<file path="src/hw/rtl/bmp24_pkg.sv">
// Package: shared types, constants and byte selection for the BMP stream encoder.
`default_nettype none
package bmp24_pkg;

  // Dimension registers and counters
  localparam int DIM_W  = 13;
  localparam int POS_W  = 6;
  localparam int IMG_W  = 28;

  // Configuration register indexes
  localparam logic REG_IMAGE_WIDTH  = 1'b0;
  localparam logic REG_IMAGE_HEIGHT = 1'b1;

  // Byte positions within the sequence of one pixel
  localparam logic [POS_W-1:0] HDR_BYTES  = 6'd54;
  localparam logic [POS_W-1:0] PIX_FIRST  = 6'd54;
  localparam logic [POS_W-1:0] PIX_LAST   = 6'd56;

  // Header constants
  localparam logic [7:0]  MAGIC_B      = 8'h42;
  localparam logic [7:0]  MAGIC_M      = 8'h4D;
  localparam logic [31:0] BITMAP_START = 32'd54;
  localparam logic [7:0]  INFO_SIZE    = 8'd40;
  localparam logic [7:0]  PLANES       = 8'd1;
  localparam logic [7:0]  BITS_PIXEL   = 8'd24;
  localparam logic [15:0] PIX_PER_M    = 16'd2835;
  localparam logic [7:0]  NO_HEIGHT    = 8'd255;
  localparam logic [7:0]  BAD_POINT    = 8'd127;

  // One pixel held for emission, with everything its bytes need
  typedef struct packed {
    logic             point_valid;
    logic             height_nonzero;
    logic [7:0]       red;
    logic [7:0]       green;
    logic [7:0]       blue;
    logic [POS_W-1:0] last_pos;
    logic             img_end;
    logic [DIM_W-1:0] width;
    logic [DIM_W-1:0] height;
    logic [IMG_W-1:0] img_size;
  } item_t;

  // Header byte at a given offset, little-endian fields
  function automatic logic [7:0] header_byte(input logic [POS_W-1:0] idx,
                                             input logic [31:0] total_len,
                                             input logic [31:0] width,
                                             input logic [31:0] height,
                                             input logic [31:0] img_size);
    logic [7:0] b;
    b = 8'd0;
    unique case (idx)
      6'd0:  b = MAGIC_B;
      6'd1:  b = MAGIC_M;
      6'd2:  b = total_len[7:0];
      6'd3:  b = total_len[15:8];
      6'd4:  b = total_len[23:16];
      6'd5:  b = total_len[31:24];
      6'd10: b = BITMAP_START[7:0];
      6'd14: b = INFO_SIZE;
      6'd18: b = width[7:0];
      6'd19: b = width[15:8];
      6'd20: b = width[23:16];
      6'd21: b = width[31:24];
      6'd22: b = height[7:0];
      6'd23: b = height[15:8];
      6'd24: b = height[23:16];
      6'd25: b = height[31:24];
      6'd26: b = PLANES;
      6'd28: b = BITS_PIXEL;
      6'd34: b = img_size[7:0];
      6'd35: b = img_size[15:8];
      6'd36: b = img_size[23:16];
      6'd37: b = img_size[31:24];
      6'd38: b = PIX_PER_M[7:0];
      6'd39: b = PIX_PER_M[15:8];
      6'd42: b = PIX_PER_M[7:0];
      6'd43: b = PIX_PER_M[15:8];
      default: b = 8'd0;
    endcase
    return b;
  endfunction

endpackage
`default_nettype wire

</file>
<file path="src/hw/rtl/bmp24_pix_if.sv">
// Interface: pixel channel into the encoder.
`default_nettype none
interface bmp24_pix_if;
  logic       valid;
  logic       ready;
  logic       point_x_nonzero;
  logic       point_y_nonzero;
  logic       height_nonzero;
  logic [7:0] red;
  logic [7:0] green;
  logic [7:0] blue;

  modport source (output valid, point_x_nonzero, point_y_nonzero, height_nonzero,
                  red, green, blue, input ready);
  modport sink   (input valid, point_x_nonzero, point_y_nonzero, height_nonzero,
                  red, green, blue, output ready);
endinterface
`default_nettype wire

</file>
<file path="src/hw/rtl/bmp24_byte_if.sv">
// Interface: byte stream channel out of the encoder.
`default_nettype none
interface bmp24_byte_if;
  logic       valid;
  logic       ready;
  logic [7:0] out_byte;
  logic       last_of_item;
  logic       image_done;

  modport source (output valid, out_byte, last_of_item, image_done, input ready);
  modport sink   (input valid, out_byte, last_of_item, image_done, output ready);
endinterface
`default_nettype wire

</file>
<file path="src/hw/rtl/bmp24_byte_sel.sv">
// Byte selector: picks the file byte for a held pixel at a sequence position.
`default_nettype none
module bmp24_byte_sel
  import bmp24_pkg::*;
(
  input  item_t            item,
  input  logic [POS_W-1:0] pos,
  output logic [7:0]       data,
  output logic             last,
  output logic             done
);

  logic [31:0] total_len;
  logic [7:0]  hdr;

  // Header fields derived from the sizes captured with the first pixel
  assign total_len = 32'(item.img_size) + BITMAP_START;
  assign hdr = header_byte(pos, total_len, 32'(item.width), 32'(item.height),
                           32'(item.img_size));

  // Header, then pixel bytes B,G,R or a marker colour, then zero padding
  always_comb begin
    data = 8'd0;
    priority if (pos < HDR_BYTES) begin
      data = hdr;
    end else if (pos == PIX_FIRST) begin
      if (item.point_valid && item.height_nonzero) data = item.blue;
      else if (item.point_valid)                   data = NO_HEIGHT;
      else                                         data = BAD_POINT;
    end else if (pos == PIX_FIRST + 6'd1) begin
      data = (item.point_valid && item.height_nonzero) ? item.green : 8'd0;
    end else if (pos == PIX_LAST) begin
      data = (item.point_valid && item.height_nonzero) ? item.red : 8'd0;
    end else begin
      data = 8'd0;
    end
  end

  assign last = (pos == item.last_pos);
  assign done = last && item.img_end;

endmodule
`default_nettype wire

</file>
<file path="src/hw/rtl/bmp24_stream_encoder.sv">
// Top level: 24-bit BMP file byte stream encoder.
// Pixels arrive in raster order, bottom row first, and leave as one byte per cycle on the
// stream channel while the sink is ready. The first pixel of each image is preceded by the
// 54-byte file and info headers built from the width and height in force when that pixel is
// taken; each pixel gives three bytes, and the last pixel of a row is followed by zero
// padding to a four-byte boundary. A new pixel is taken in the cycle its predecessor's last
// byte is loaded into the single output byte register, so back-to-back pixels leave no gap
// in the byte stream. Width and height written as 0 read as 1, and values above
// MAX_DIMENSION read as MAX_DIMENSION.
`default_nettype none
module bmp24_stream_encoder
  import bmp24_pkg::*;
#(
  parameter int MAX_DIMENSION = 4096
) (
  input  wire logic             clk,
  input  wire logic             rst,
  bmp24_pix_if.sink             pixel,
  bmp24_byte_if.source          stream,
  input  wire logic             wr_en,
  input  wire logic             wr_index,
  input  wire logic [DIM_W-1:0] wr_data
);

  localparam logic [16:0] MAX_DIM = 17'(MAX_DIMENSION);

  logic [DIM_W-1:0] image_width;
  logic [DIM_W-1:0] image_height;
  logic [DIM_W-1:0] clamped;
  logic [DIM_W-1:0] column_count;
  logic [DIM_W-1:0] row_count;
  logic             busy;
  logic [POS_W-1:0] pos;
  item_t            item;
  item_t            item_next;
  logic             out_valid;
  logic [7:0]       out_byte;
  logic             out_last;
  logic             out_done;
  logic [7:0]       sel_data;
  logic             sel_last;
  logic             sel_done;
  logic             load_ok;
  logic             accept;
  logic             first_pix;
  logic             row_end;
  logic             img_end;
  logic [14:0]      row_bytes;

  // Configuration registers with range clamp
  always_comb begin
    priority if (wr_data == '0)            clamped = DIM_W'(1);
    else if (17'(wr_data) > MAX_DIM)       clamped = MAX_DIM[DIM_W-1:0];
    else                                   clamped = wr_data;
  end

  always_ff @(posedge clk) begin
    if (rst) begin
      image_width  <= DIM_W'(1);
      image_height <= DIM_W'(1);
    end else if (wr_en) begin
      unique case (wr_index)
        REG_IMAGE_WIDTH:  image_width  <= clamped;
        REG_IMAGE_HEIGHT: image_height <= clamped;
        default: ;
      endcase
    end
  end

  // Handshake: a new word may load when the output register is free or being taken
  assign load_ok      = !out_valid || stream.ready;
  assign pixel.ready  = !busy || (load_ok && sel_last);
  assign accept       = pixel.valid && pixel.ready;

  // Row and image bookkeeping for the pixel being taken
  assign first_pix = (column_count == '0) && (row_count == '0);
  assign row_end   = ({1'b0, column_count} + 14'd1) >= {1'b0, image_width};
  assign img_end   = row_end && (({1'b0, row_count} + 14'd1) >= {1'b0, image_height});
  assign row_bytes = (15'(image_width) * 15'd3 + 15'd3) & ~15'd3;

  always_comb begin
    item_next.point_valid    = pixel.point_x_nonzero && pixel.point_y_nonzero;
    item_next.height_nonzero = pixel.height_nonzero;
    item_next.red            = pixel.red;
    item_next.green          = pixel.green;
    item_next.blue           = pixel.blue;
    // padding count equals the width modulo four
    item_next.last_pos       = PIX_LAST + (row_end ? {4'd0, image_width[1:0]} : 6'd0);
    item_next.img_end        = img_end;
    item_next.width          = image_width;
    item_next.height         = image_height;
    item_next.img_size       = IMG_W'(row_bytes) * IMG_W'(image_height);
  end

  always_ff @(posedge clk) begin
    if (rst) begin
      column_count <= '0;
      row_count    <= '0;
    end else if (accept) begin
      if (row_end) begin
        column_count <= '0;
        row_count    <= img_end ? '0 : row_count + DIM_W'(1);
      end else begin
        column_count <= column_count + DIM_W'(1);
      end
    end
  end

  // Held pixel and byte position
  always_ff @(posedge clk) begin
    if (rst) begin
      busy <= 1'b0;
      pos  <= '0;
    end else if (accept) begin
      busy <= 1'b1;
      pos  <= first_pix ? '0 : PIX_FIRST;
    end else if (busy && load_ok) begin
      if (sel_last) busy <= 1'b0;
      else          pos  <= pos + POS_W'(1);
    end
  end

  always_ff @(posedge clk) begin
    if (accept) item <= item_next;
  end

  bmp24_byte_sel u_sel (
    .item (item),
    .pos  (pos),
    .data (sel_data),
    .last (sel_last),
    .done (sel_done)
  );

  // Output word register
  always_ff @(posedge clk) begin
    if (rst) begin
      out_valid <= 1'b0;
    end else if (load_ok) begin
      out_valid <= busy;
    end
  end

  always_ff @(posedge clk) begin
    if (load_ok && busy) begin
      out_byte <= sel_data;
      out_last <= sel_last;
      out_done <= sel_done;
    end
  end

  assign stream.valid        = out_valid;
  assign stream.out_byte     = out_byte;
  assign stream.last_of_item = out_last;
  assign stream.image_done   = out_done;

`ifndef SYNTHESIS
  // No new pixel while the held one still has bytes to go
  a_no_early_accept: assert property (@(posedge clk) disable iff (rst)
    busy && !sel_last |-> !pixel.ready)
    else $error("pixel taken before previous pixel finished");

  // Position never runs past the last byte of the held pixel
  a_pos_bound: assert property (@(posedge clk) disable iff (rst)
    busy |-> pos <= item.last_pos)
    else $error("byte position beyond end of pixel");

  // End of image only on the final word of a pixel
  a_done_on_last: assert property (@(posedge clk) disable iff (rst)
    out_valid && out_done |-> out_last)
    else $error("image_done without last_of_item");

  // The first pixel of an image always starts with the header
  a_header_first: assert property (@(posedge clk) disable iff (rst)
    accept && first_pix |=> pos == '0)
    else $error("image started without header");
`endif

endmodule
`default_nettype wire

</file>
<file path="src/flat_wrapper.sv">
// flat-port wrapper written by rule: the top's interface ports become plain ports
module bmp24_stream_encoder_flat import bmp24_pkg::*;
#(
  parameter int MAX_DIMENSION = 4096
)
  (clk, rst, wr_en, wr_index, wr_data, pixel_valid, pixel_point_x_nonzero, pixel_point_y_nonzero, pixel_height_nonzero, pixel_red, pixel_green, pixel_blue, pixel_ready, stream_valid, stream_out_byte, stream_last_of_item, stream_image_done, stream_ready);
  bmp24_pix_if pixel_i ();
  bmp24_byte_if stream_i ();
  input  wire logic clk;
  input  wire logic rst;
  input  wire logic wr_en;
  input  wire logic wr_index;
  input  wire logic [DIM_W-1:0] wr_data;
  input wire logic [$bits(pixel_i.valid)-1:0] pixel_valid;
  input wire logic [$bits(pixel_i.point_x_nonzero)-1:0] pixel_point_x_nonzero;
  input wire logic [$bits(pixel_i.point_y_nonzero)-1:0] pixel_point_y_nonzero;
  input wire logic [$bits(pixel_i.height_nonzero)-1:0] pixel_height_nonzero;
  input wire logic [$bits(pixel_i.red)-1:0] pixel_red;
  input wire logic [$bits(pixel_i.green)-1:0] pixel_green;
  input wire logic [$bits(pixel_i.blue)-1:0] pixel_blue;
  output wire logic [$bits(pixel_i.ready)-1:0] pixel_ready;
  output wire logic [$bits(stream_i.valid)-1:0] stream_valid;
  output wire logic [$bits(stream_i.out_byte)-1:0] stream_out_byte;
  output wire logic [$bits(stream_i.last_of_item)-1:0] stream_last_of_item;
  output wire logic [$bits(stream_i.image_done)-1:0] stream_image_done;
  input wire logic [$bits(stream_i.ready)-1:0] stream_ready;
  assign pixel_i.valid = pixel_valid;
  assign pixel_i.point_x_nonzero = pixel_point_x_nonzero;
  assign pixel_i.point_y_nonzero = pixel_point_y_nonzero;
  assign pixel_i.height_nonzero = pixel_height_nonzero;
  assign pixel_i.red = pixel_red;
  assign pixel_i.green = pixel_green;
  assign pixel_i.blue = pixel_blue;
  assign pixel_ready = pixel_i.ready;
  assign stream_valid = stream_i.valid;
  assign stream_out_byte = stream_i.out_byte;
  assign stream_last_of_item = stream_i.last_of_item;
  assign stream_image_done = stream_i.image_done;
  assign stream_i.ready = stream_ready;
  bmp24_stream_encoder #(.MAX_DIMENSION(MAX_DIMENSION)) u_core (.clk(clk), .rst(rst), .pixel(pixel_i), .stream(stream_i), .wr_en(wr_en), .wr_index(wr_index), .wr_data(wr_data));
endmodule
</file>
<file path="config.mk">
export PLATFORM = sky130hd
export DESIGN_NAME = bmp24_stream_encoder_flat
export DESIGN_NICKNAME = d
export VERILOG_FILES = /design/src/hw/rtl/bmp24_pkg.sv /design/src/hw/rtl/bmp24_pix_if.sv /design/src/hw/rtl/bmp24_byte_if.sv /design/src/hw/rtl/bmp24_byte_sel.sv /design/src/hw/rtl/bmp24_stream_encoder.sv /design/src/flat_wrapper.sv
export SDC_FILE = /design/constraint.sdc
export NUM_CORES = 1
export LEC_CHECK = 0
export BUFFER_PORTS_ARGS = -buffer_cell sky130_fd_sc_hd__buf_2
export CAP_MARGIN = 10
export CORE_MARGIN = 1
export CORE_UTILIZATION = 40
export DETAILED_ROUTE_END_ITERATION = 8
export SLEW_MARGIN = 30
export SYNTH_ARGS = -nofsm -noshare
export SYNTH_HDL_FRONTEND = slang
export SYNTH_SLANG_ARGS = --single-unit
</file>
<file path="constraint.sdc">
create_clock -name clk -period 7.3 [get_ports clk]
set_clock_uncertainty 0.05 [all_clocks]
set_input_delay 0.365 -clock clk [delete_from_list [all_inputs] [get_ports clk]]
set_output_delay 0.365 -clock clk [all_outputs]
set_load 0.05 [all_outputs]
</file>
==> results of run 1 <==
[timing repair]
| action | 4_1_cts | 5_1_grt |
|---|---|---|
| pin swaps | 0 | 15 |
| buffers inserted | 0 | 1 |
| endpoints found under the setup margin | 2 | 10 |
| resized for setup | 1 | 36 |
[per-layer routing]
layer  track usage [%]  share of wire (%)
met3              2.78                4.5
met5                 0                  0
met2              35.4                 48
met4              6.85                2.3
met1              28.9                 45
[power by group through the flow]
stage	clock, W	combinational [W]	sequential (W)
after global placement	0	0.000372	0.00103
after floorplan	0	0.000249	0.00102
after detailed placement	0	0.000378	0.00103
final	0.000909	0.000393	0.00101
after CTS	0.000925	0.000381	0.00101
after global routing	0.000956	0.000435	0.00101
[synthesized netlist by cell type (32+ instances only)]
library cell  number
edfxtp_1          91
and2_1            74
dfxtp_1           60
fa_1             121
inv_1            202
xor2_1            32
o21ai_0           53
ha_1             129
a21oi_1           83
clkbuf_1          44
nand2_1          178
nor2_1            84
nand3_1           41
xnor2_1           53
[cell families after synthesis]
kind of cell	after synthesis	synth area share, %
xor+xnor	86	5.44
buf+inv	260	7.17
simple gates	507	18.0
fa+ha+maj	250	28.8
compound gates	259	12.1
flops	151	28.1
mux	4	0.295
[flip-flops by register name, summed over array words and instances, names as in the netlist]
| name | cells |
|---|---|
| u_core.stream.last_of_item | 1 |
| u_core.stream.valid | 1 |
| u_core.stream.image_done | 1 |
| u_core.column_count | 13 |
| u_core.row_count | 13 |
| u_core.pos | 6 |
| u_core.item | 81 |
| u_core.stream.out_byte | 8 |
| u_core.busy | 1 |
| u_core.image_height | 13 |
| u_core.image_width | 13 |
[worst reg2reg max path: cells and delay by family, from the launching register on]
| kind | cells | cell delay (ns) |
|---|---|---|
| and+or+nand+nor | 3 | 0.24 |
| xor gates and xnor gates | 2 | 0.37 |
| buffers and inverters | 6 | 0.53 |
| AOI/OAI and AO/OA | 9 | 1.91 |
| adders and majority gates | 8 | 3.29 |
| DFF | 1 | 0.42 |
[stage by stage]
stage / worst slack (ns) / hold slack [ns] / instance area (um^2) / power (W)
2_1_floorplan: 0.259 / 0.378 / 14000 / 0.00127
3_3_place_gp: 0.0999 / 0.442 / 14900 / 0.00140
3_5_place_dp: -0.0554 / 0.448 / 14900 / 0.00141
4_1_cts: 0.119 / 0.0449 / 15600 / 0.00231
5_1_grt: -0.0523 / 0.0512 / 15800 / 0.00241
6_report: 0.244 / 0.0606 / 15800 / 0.00231
[layout make-up]
class	instances	area (um^2)	share of cell area, %
multi-input cells	1106	9280	58.8
flip-flops and latches	151	3940	25.0
inverters	203	767	4.86
repair buffers	98	608	3.85
well taps	455	569	3.61
clock buffers	23	543	3.44
clock inverters	9	72.6	0.460
[how the worst min path moves through the flow]
| stage | from | end | slack (ns) | depth (start not counted) |
|---|---|---|---|---|
| global placement | u_core.row_count[12]$_SDFFE_PP0P_ | u_core.row_count[12]$_SDFFE_PP0P_ | 0.44 | 2 |
| detailed placement | u_core.row_count[12]$_SDFFE_PP0P_ | u_core.row_count[12]$_SDFFE_PP0P_ | 0.45 | 2 |
| global route | pixel_blue[0] | u_core.item[61]$_DFFE_PP_ | 0.05 | 1 |
| CTS | pixel_green[5] | u_core.item[74]$_DFFE_PP_ | 0.04 | 1 |
| floorplan | u_core.image_height[1]$_SDFFE_PP0P_ | u_core.item[29]$_DFFE_PP_ | 0.38 | 0 |
| finish | pixel_red[3] | u_core.item[80]$_DFFE_PP_ | 0.06 | 1 |
==> metrics.txt, run 1 <==
run status finished with violations; failing checks design-rule violations; LEAKAGE 7.00 nW; Peak VDD IR 0.150 mV; Ports 58; Synth Cell Area 0.0140 mm^2; syn nets roughly 1800; clock slew at reported path FFs roughly 0.070 ns; top cell type by total area after synthesis edfxtp_1; DR iter-0 viols a little over 700; top cell type's share of synthesized area around a fifth; global-route wire length before repair slightly below 60 mm; Yosys reg bits 151; chip height roughly 190 um; most used cell, CP fa_1; # hold bufs at CTS 0; CP Launch Type flop; Crit path max-delay family adder cells; Max Clk Rate between 0.1 and 0.15 GHz; Setup crit end kind flop; commonest non-fill, non-tap cells in the layout 202 x inv_1, 178 x nand2_1, 121 x fa_1; switching share of power between 20% and 30%; EDFF count, synth between 90 and 100; drt via density about 5.4; combinational power share ~17%; post-route ant nets 0; initial core utilization around 41%; commonest non-fill, non-tap cell in the layout inv_1; area delta synth->final 12.8%; Slew headroom slightly above 40%; routability cong. around 0.92; CP bufs+invs 6; CTS root buffer clkbuf_16; initial antenna violation count 0; Slowest Stage Delay on Critical Path ~0.53 ns; Critical Path Fanout Max 4; PD cells 147 mW/mm^2; Slew Viols, Final 0; CP Depth 28; worst skew pair latency about 0.43 ns; CTS buffer count 17; Remaining DRCs 1; synth top area cells edfxtp_1 20%, fa_1 17%, ha_1 12%; Die W between 150 and 200 um; R2R Path End u_core.item[26]$_DFFE_PP_; Worst Path Arrival approximately 7.2 ns; sequential share of power between 40% and 50%; R2R Path Start u_core.image_width[2]$_SDFFE_PP0P_; routed wire length 37.6 mm; CP Data Required Time roughly 7.4 ns; CP max-delay cell fa_1; layout cells sized above 1 11.2%; FILL cells 3333; Final Util 45.8%; Period Utilization, post-route between 90% and 100%; die area roughly 0.036 mm^2; max_cap viols 0; htree depth 4; global route overflow 0; setup slack, reg-to-reg 0.24 ns; crit path from u_core.image_width[2]$_SDFFE_PP0P_; clock buffer depth 2; Worst-Margin Slew between 0.8 and 0.9 ns; synth unique cells 70; Synth Area per Inst a little over 9 um^2; Syn Inst Count roughly 1500; Core Area between 0.03 and 0.04 mm^2; crit path to u_core.item[26]$_DFFE_PP_; Seq/Total Area, Yosys ~28%; WS Path Type reg -> reg; routed wire length per instance ~18 um; hpwl dp 29.1 mm; ys async rst share 0%; final net count ~1900; HP Class in -> reg; # diodes 0; switching power between 0.0006 and 0.0007 W; Via Count approximately 11000; Tot GR Track Use between 20% and 30%; Final Hold Vio Count 0; power share of the clock group between 30% and 40%; post-layout min period a little over 7 ns; P_int roughly 0.0016 W; largest net degree at the start of global routing 90; clock sinks between 150 and 200; final setup fails 0; # rows between 60 and 70; Yosys warning total 0; post-route insts no fill just over 2000; DRT Pass-1 Iters 9; number of global-route vias before repair between 10000 and 15000; reg2reg path depth 28; CTS tree done; setup TNS 0 ns; Synth Flop Type edfxtp_1; Port Buf Inserts 57; placed cells 2012
Power figures use the tool's default switching activity.
==> inputs of run 2 (changes only) <==
==> constraint.sdc (replaced) <==
create_clock -name clk -period 5.92 [get_ports clk]
set_clock_uncertainty 0.05 [all_clocks]
set_input_delay 0.296 -clock clk [delete_from_list [all_inputs] [get_ports clk]]
set_output_delay 0.296 -clock clk [all_outputs]
set_load 0.05 [all_outputs]
==> run 2 against run 1 <==
- cell count is 7.7% higher
- the run ends with negative setup slack left
- first-iteration DRC count is 8.8% higher
- global-route usage is 1.4 points higher
- critical endpoint unchanged
- sequential power is 23% higher
- utilization is 5.2 points higher
==> metrics.txt, run 2 (same netlist as run 1, synthesis figures left out) <==
# diodes 0 (unchanged); clock buffer depth 2 (unchanged); max_cap viols 0 (unchanged); commonest non-fill, non-tap cell in the layout inv_1 (unchanged); Port Buf Inserts 57 (unchanged); post-layout min period 6.75 ns (was 7.06 ns); run status finished with violations (unchanged); global route overflow 0 (unchanged); initial antenna violation count 0 (unchanged); switching share of power 29.4% (about the same); LEAKAGE 7.80 nW (was 7.00 nW); worst skew pair latency 0.45 ns (was 0.43 ns); largest net degree at the start of global routing 90 (unchanged); commonest non-fill, non-tap cells in the layout 179 x inv_1, 175 x nand2_1, 154 x buf_4 (was 202 x inv_1, 178 x nand2_1, 121 x fa_1); Tot GR Track Use 22.8% (was 21.4%); area delta synth->final 25.7% (was 12.8%); Worst-Margin Slew 0.936 ns (was 0.877 ns); power share of the clock group 37.0% (was 39.3%); clock slew at reported path FFs 0.07 ns (about the same); Period Utilization, post-route 114% (was 96.7%); DRT Pass-1 Iters 7 (was 9); routed wire length 40.0 mm (was 37.6 mm); final setup fails 16 (was 0); Setup crit end kind flop (unchanged); P_int 0.00205 W (was 0.00163 W); Worst Setup Slack post-DPL -1.02 ns (was -0.0554 ns); Die W 189 um (unchanged); DR iter-0 viols 789 (was 725); global-route wire length before repair 63.4 mm (was 59.2 mm); setup ws final -0.829 ns (was 0.244 ns); drt via density 5.29 (was 5.39); PD cells 165 mW/mm^2 (was 147 mW/mm^2); CP Launch Type flop (unchanged); Critical Path Fanout Max 4 (unchanged); CP Data Required Time 6.08 ns (was 7.44 ns); Peak VDD IR 0.165 mV (was 0.150 mV); HP Class in -> reg (unchanged); routability cong. 0.911 (was 0.925); most used cell, CP fa_1 (unchanged); final net count 2030 (was 1873); initial core utilization 40.6% (unchanged); CP max-delay cell fa_1 (unchanged); setup TNS -9.20 ns (was 0 ns); Slowest Stage Delay on Critical Path 0.51 ns (was 0.53 ns); Ports 58 (unchanged); Final Hold Vio Count 0 (unchanged); Remaining DRCs 0 (was 1); FILL cells 3168 (was 3333); clock sinks 151 (unchanged); unrepaired setup endpoints after global routing true; Via Count 11600 (was 11000); CTS root buffer clkbuf_16 (unchanged); chip height 189 um (unchanged); Total Power 0.00291 W (was 0.00231 W); Slew Viols, Final 0 (unchanged); Slew headroom 37.1% (was 41.0%); combinational power share 20.3% (was 17.0%); Max Clk Rate 0.148 GHz (was 0.142 GHz); layout cells sized above 1 22.6% (was 11.2%); number of global-route vias before repair 11600 (was 10800); reg2reg path depth 27 (was 28); Most flops, register u_core.item (unchanged); htree depth 4 (unchanged); hpwl dp 31.1 mm (was 29.1 mm); worst hold stages 3 (was 1); failing checks negative setup slack (was design-rule violations); post-route ant nets 0 (unchanged); switching power 0.000856 W (was 0.000681 W); WS Path Type reg -> reg (unchanged); Core Area 0.0345 mm^2 (unchanged); CTS buffer count 17 (unchanged); die area 0.0357 mm^2 (unchanged); Worst Path Arrival 6.90 ns (was 7.19 ns); sequential share of power 42.7% (was 43.7%); # rows 68 (unchanged); CTS tree done (unchanged); routed wire length per instance 18.2 um (was 18.4 um); Largest register FFs 81 (unchanged); Hold Worst Slack 0.0815 ns (was 0.0606 ns)
==> run 2: cell type report <==
type | count | area (um^2) | area share (%)
clock buffer | 19 | 443 | 2.52
tap | 455 | 569 | 3.24
multi-input combinational | 1106 | 9790 | 55.6
inverter | 203 | 767 | 4.36
clock inverter | 13 | 129 | 0.733
sequential | 151 | 3960 | 22.5
timing repair buffer | 255 | 1940 | 11.0
==> run 2: worst max-delay path: cells and delay by family (launching register included) <==
family	cells	cell delay, ns
compound gates	9	1.74
simple gates	4	0.57
fa+ha+maj	7	3.03
xor+xnor	2	0.39
flops	1	0.36
buf+inv	5	0.37
==> run 2: final timing paths <==
check                                           from                                to  slack, ns
setup / recovery  u_core.image_width[1]$_SDFFE_PP0P_         u_core.item[26]$_DFFE_PP_      -0.83
hold / removal                           pixel_valid          u_core.busy$_SDFFE_PP0P_       0.08
setup reg to reg  u_core.image_width[1]$_SDFFE_PP0P_         u_core.item[26]$_DFFE_PP_      -0.83
hold reg to reg     u_core.row_count[7]$_SDFFE_PP0P_  u_core.row_count[7]$_SDFFE_PP0P_       0.46
==> run 2: stage by stage <==
stage	area [um^2]	util, %	std cells
after floorplan	14200	-	1517
after global placement	15900	46.1	2113
after detailed placement	15900	46.1	2113
after CTS	17300	50.1	2189
after global routing	17600	51.0	2202
final	17600	51.0	2202
==> run 2: power groups by stage <==
stage                     logic, W  registers, W  clock network [W]
after detailed placement  0.000518       0.00126                  0
after global routing      0.000647       0.00125            0.00113
after global placement    0.000512       0.00126                  0
after CTS                 0.000563       0.00124            0.00110
final                     0.000590       0.00124            0.00108
after floorplan           0.000318       0.00125                  0
==> run 2: layer usage <==
layer | share of wire (%) | vias to the layer above | GRT usage, %
met5 | 0 | - | 0
met4 | 2.1 | 0 | 6.85
met3 | 3.7 | 49 | 2.80
met2 | 50 | 269 | 39.6
met1 | 44 | 5773 | 29.6
li1 | - | 5550 | -
==> run 2: repair_timing <==
item	CTS	global route
setup buffers	22	15
gates resized for setup	83	54
pin swaps	73	25
endpoints found under the setup margin	17	18
endpoints found under the hold margin	25	0
hold buffers	25	0
